==> src/rtl/core/dste_pkg.sv <==
package dste_pkg;

    localparam int TABLE_DEPTH = 256;
    localparam int IDX_W       = $clog2(TABLE_DEPTH);
    localparam int CNT_W       = $clog2(TABLE_DEPTH + 1);

    localparam int MAC_W    = 48;
    localparam int TAG_W    = 64;
    localparam int RSSI_W   = 8;
    localparam int TIME_W   = 32;
    localparam int TIME_S_W = 23;
    localparam int SEEN_W   = 16;
    localparam int SLOT_W   = 8;
    localparam int COUNT_W  = 9;

    localparam logic [31:0] SAVE_INTERVAL_RST   = 32'd60000;
    localparam logic [31:0] NEW_ENTRY_FLUSH_RST = 32'd2000;

    // ms -> s: (t * ceil(2^38 / 1000)) >> 38, exact for all 32-bit t
    localparam int          DIV_MAGIC_W = 29;
    localparam logic [DIV_MAGIC_W-1:0] DIV1000_MAGIC = 29'd274877907;
    localparam int          DIV_SHIFT   = 38;
    localparam int          PROD_W      = TIME_W + DIV_MAGIC_W;

    // register byte addresses
    localparam logic [2:0] ADDR_SAVE_INTERVAL   = 3'd0;
    localparam logic [2:0] ADDR_NEW_ENTRY_FLUSH = 3'd4;

    localparam logic ACT_SIGHTING = 1'b0;
    localparam logic ACT_FLUSH    = 1'b1;

    typedef struct packed {
        logic [MAC_W-1:0]         mac;
        logic [TAG_W-1:0]         name;
        logic [TIME_S_W-1:0]      created;
        logic [SEEN_W-1:0]        seen;
        logic signed [RSSI_W-1:0] peak;
    } entry_t;

    localparam int ENTRY_W = $bits(entry_t);

    typedef enum logic [1:0] {
        ST_IDLE,
        ST_MUL,
        ST_SCAN,
        ST_COMMIT
    } state_t;

    typedef struct packed {
        logic load;
        logic mul;
        logic scan_init;
        logic scan_run;
        logic commit;
    } cmd_t;

    typedef struct packed {
        logic is_flush;
        logic scan_done;
        logic out_busy;
    } status_t;

endpackage

==> src/rtl/core/dste_ctrl.sv <==
module dste_ctrl (
    input  logic              aclk,
    input  logic              aresetn,
    input  logic              s_valid,
    output logic              s_ready,
    input  dste_pkg::status_t status,
    output dste_pkg::cmd_t    cmd
);
    import dste_pkg::*;

    state_t state_reg;
    state_t state_next;

    always_ff @(posedge aclk) begin
        if (!aresetn) begin
            state_reg <= ST_IDLE;
        end else begin
            state_reg <= state_next;
        end
    end

    always_comb begin
        state_next = state_reg;
        case (state_reg)
            ST_IDLE: begin
                if (s_valid) begin
                    state_next = ST_MUL;
                end
            end
            ST_MUL: begin
                state_next = status.is_flush ? ST_COMMIT : ST_SCAN;
            end
            ST_SCAN: begin
                if (status.scan_done) begin
                    state_next = ST_COMMIT;
                end
            end
            ST_COMMIT: begin
                if (!status.out_busy) begin
                    state_next = ST_IDLE;
                end
            end
            default: begin
                state_next = ST_IDLE;
            end
        endcase
    end

    always_comb begin
        s_ready       = 1'b0;
        cmd           = '0;
        case (state_reg)
            ST_IDLE: begin
                s_ready  = 1'b1;
                cmd.load = s_valid;
            end
            ST_MUL: begin
                cmd.mul       = 1'b1;
                cmd.scan_init = 1'b1;
            end
            ST_SCAN: begin
                cmd.scan_run = 1'b1;
            end
            ST_COMMIT: begin
                cmd.commit = !status.out_busy;
            end
            default: begin
                s_ready = 1'b0;
            end
        endcase
    end

endmodule

==> config.mk <==
export PLATFORM = sky130hd
export DESIGN_NAME = dste_ctrl
export DESIGN_NICKNAME = d
export VERILOG_FILES = /design/src/rtl/core/dste_pkg.sv /design/src/rtl/core/dste_ctrl.sv
export SDC_FILE = /design/constraint.sdc
export NUM_CORES = 1
export LEC_CHECK = 0
export BUFFER_PORTS_ARGS = -buffer_cell sky130_fd_sc_hd__buf_2
export CORE_AREA = 2 2 39 41
export CTS_BUF_LIST = sky130_fd_sc_hd__clkbuf_4 sky130_fd_sc_hd__clkbuf_8 sky130_fd_sc_hd__clkbuf_16
export DETAILED_ROUTE_END_ITERATION = 12
export DIE_AREA = 0 0 41 43
export PLACE_DENSITY = 0.37
export SYNTH_ARGS = -nofsm -noshare
export SYNTH_HDL_FRONTEND = slang
export SYNTH_SLANG_ARGS = --single-unit
==> constraint.sdc <==
create_clock -name aclk -period 1.52 [get_ports aclk]
set_clock_uncertainty 0.05 [all_clocks]
set_input_delay 0.228 -clock aclk [delete_from_list [all_inputs] [get_ports aclk]]
set_output_delay 0.228 -clock aclk [all_outputs]
set_load 0.02 [all_outputs]
==> metrics.csv <==
stage,metric,value,unit
clock_network,clock_sinks,2,
floorplanning,dieWidth,41,um
power,p_leak,0.151,nW
worst_setup_path,reg2reg_from,state_reg[0]$_SDFFE_PN0P_,
hold_path,min_path_cells,3,
routing,drt_iter0_markers,3,
clock_network,htree_levels,1,
power,max-vdd-ir-drop,520,uV
sta,holdWs,0.220,ns
sta,rsz0062_at_grt,no,
floorplanning,pin_count,12,
routing,post-route-drc-count,0,
clock_network,tritoncts,yes,
power,internal_power,341,uW
floorplanning,rows,14,
power,power_density,2060,nW/um2
grt,grt_max_degree,6,
synthesis,synth_area_leaders,"ha_1 25%, dfxtp_1 20%, nand2_1 7.6%",
floorplanning,die_h,43,um
routing,drt-wirelength-per-cell,7.79,um
place,hpwl,347,um
synthesis,yosys_most_used_dff,dfxtp_1,
synthesis,netlist.area_leader.share,25.3,%
worst_setup_path,r2r_cells,5,
synthesis,async_reset_ff_share,0,%
hold_path,holdCritStartpoint,aresetn,
synthesis,yosys_warnings,0,
finish,instances_no_fill,53,
clock_network,path_clk_slew,0.03,ns
routing,viasPerCell,3.64,
clock_network,clkLatencyLatePin,0.22,ns
synthesis,yosysTopAreaCell,ha_1,
sta,tightest_slew,0.190,ns
sta,setup_viol,0,
synthesis,syn_avg_cell_area,8.60,um2
hold_path,hold_path.class,input port to register,
power,p_clk_share,18.9,%
worst_setup_path,startpoint_type,register,
synthesis,syn_inst,23,
power,switchingPower,276,uW
hold_path,min_to,state_reg[1]$_SDFFE_PN0P_,
power,combPwrFrac,64.4,%
worst_setup_path,r2r_slack,0.31,ns
finish,drive_gt1_share,51.4,%
grt,grt-ovfl-total,0,
synthesis,synth-seq-area-share,20.3,%
place,port_buffers,11,
finish,fin_nets,49,
worst_setup_path,critPathArrivalTime,1.15,ns
routing,first_pass_iters,2,
clock_network,numCtsBuffers,3,
worst_setup_path,required,1.24,ns
place,dp.cells,50,
sta,period_share,93.8,%
clock_network,cts-root-buf,clkbuf_4,
synthesis,ys_ff_latch,2,
sta,period_needed,1.43,ns
worst_setup_path,critical_path_class,register to primary output,
sta,tns,0,ns
finish,antennaDiodeCount,0,
sta,slew_viol_final,0,
synthesis,ys_types,13,
sta,max_freq,701,MHz
worst_setup_path,cp_max_fo,5,
floorplanning,start_util,14.3,%
floorplanning,core,1380,um2
sta,slew_headroom,87.2,%
grt,grt_use_total,5.91,%
power,p_seq_share,16.7,%
finish,fillerInstances,162,
routing,antenna_left,0,
routing,drt_wl_total,413,um
clock_network,clockBufferDepth,2,
grt,grt_pass1_wl,669,um
synthesis,synth_fp_nets,33,
synthesis,synth-edff-count,0,
power,swShare,44.7,%
place,gp_congestion,0.627,
routing,vias,193,
synthesis,synthTopCellsByCount,"4 x ha_1, 4 x nand2_1",
outcome,status,"complete, no violations",
finish,largest_reg_flops,2,
worst_setup_path,r2r_end,state_reg[1]$_SDFFE_PN0P_,
floorplanning,dieArea,1760,um2
clock_network,hold_buffers,0,
run,drv_cap,0,
synthesis,synth_area,198,um2
finish,area_delta_synth_final,51.3,%
worst_setup_path,crit_path_end_kind,primary output,
grt,grt_pass1_vias,196,
sta,hold_violations,0,
grt,antenna_found_initial,0,
==> cells in the final DEF (no fill, tap or decap) <==
master and instances:
nand2b_1 2, o31ai_1 1, and2_2 1, clkbuf_4 3, buf_4 1, o21a_1 1
nand2_1 4, dfxtp_2 1, and3_4 1, nor2b_1 2, ha_1 3, mux2i_1 1
buf_2 11, dfxtp_1 1, a41oi_1 1, ha_2 1, inv_1 2
==> what timing repair did <==
action                     CTS  global route
setup buffers                0             0
pin swaps                    0             0
setup endpoints to repair    1             1
resized for setup            1             1
==> metrics by stage <==
step,util (%),power [mW],setup WS (ns),cell area [um2]
2_1_floorplan,-,0.403,0.208,198
3_3_place_gp,19.7,0.500,0.217,273
3_5_place_dp,19.7,0.496,0.213,273
4_1_cts,21.4,0.626,0.0272,297
5_1_grt,21.6,0.680,0.0164,299
6_report,21.6,0.617,0.0938,299
==> worst max-delay path by stage <==
stage / startpoint / end / slack, ns
after global routing: state_reg[1]$_SDFFE_PN0P_ / cmd[4] / 0.02
after floorplan: state_reg[0]$_SDFFE_PN0P_ / state_reg[1]$_SDFFE_PN0P_ / 0.21
after CTS: state_reg[1]$_SDFFE_PN0P_ / cmd[4] / 0.03
final: state_reg[1]$_SDFFE_PN0P_ / cmd[4] / 0.09
after detailed placement: state_reg[1]$_SDFFE_PN0P_ / cmd[4] / 0.21
after global placement: state_reg[1]$_SDFFE_PN0P_ / cmd[4] / 0.22
==> routing by layer <==
| metal | GRT usage, % | share of wire, % | up-vias |
|---|---|---|---|
| li1 | - | - | 105 |
| met1 | 6.39 | 44 | 79 |
| met2 | 7.50 | 45 | 9 |
| met3 | 1.57 | 11 | 0 |
| met4 | 8.00 | 0 | 0 |
| met5 | 0 | 0 | - |
==> power groups by stage <==
| stage | combinational [mW] | sequential [mW] | clock (mW) |
|---|---|---|---|
| finish | 0.397 | 0.103 | 0.117 |
| global route | 0.449 | 0.106 | 0.124 |
| CTS | 0.396 | 0.104 | 0.127 |
| detailed placement | 0.395 | 0.101 | 0 |
| global placement | 0.400 | 0.100 | 0 |
| floorplan | 0.298 | 0.105 | 0 |
==> layout make-up <==
| type | count | area [um2] | share of cell area [%] |
|---|---|---|---|
| timing repair buffer | 12 | 62.6 | 20.9 |
| sequential | 2 | 41.3 | 13.8 |
| clock buffer | 3 | 22.5 | 7.53 |
| multi-input combinational | 18 | 145 | 48.5 |
| inverter | 2 | 7.51 | 2.51 |
| tap | 16 | 20.0 | 6.69 |
==> critical path, stage by stage (launching register included) <==
cell and delay [ns]:
dfxtp_2 0.35, inv_1 0.07, ha_2 0.19, and2_2 0.16, buf_2 0.15
==> cell families (layout without fill, tap and decap cells) <==
logic type / after synthesis / after routing / share of synthesized area [%]
AOI/OAI and AO/OA: 3 / 3 / 12.0
DFF: 2 / 2 / 20.3
and+or+nand+nor: 10 / 10 / 29.7
adders and majority gates: 4 / 4 / 25.3
buffers and inverters: 3 / 17 / 7.60
muxes: 1 / 1 / 5.06
Note: power is estimated with default switching activity, not from simulation.
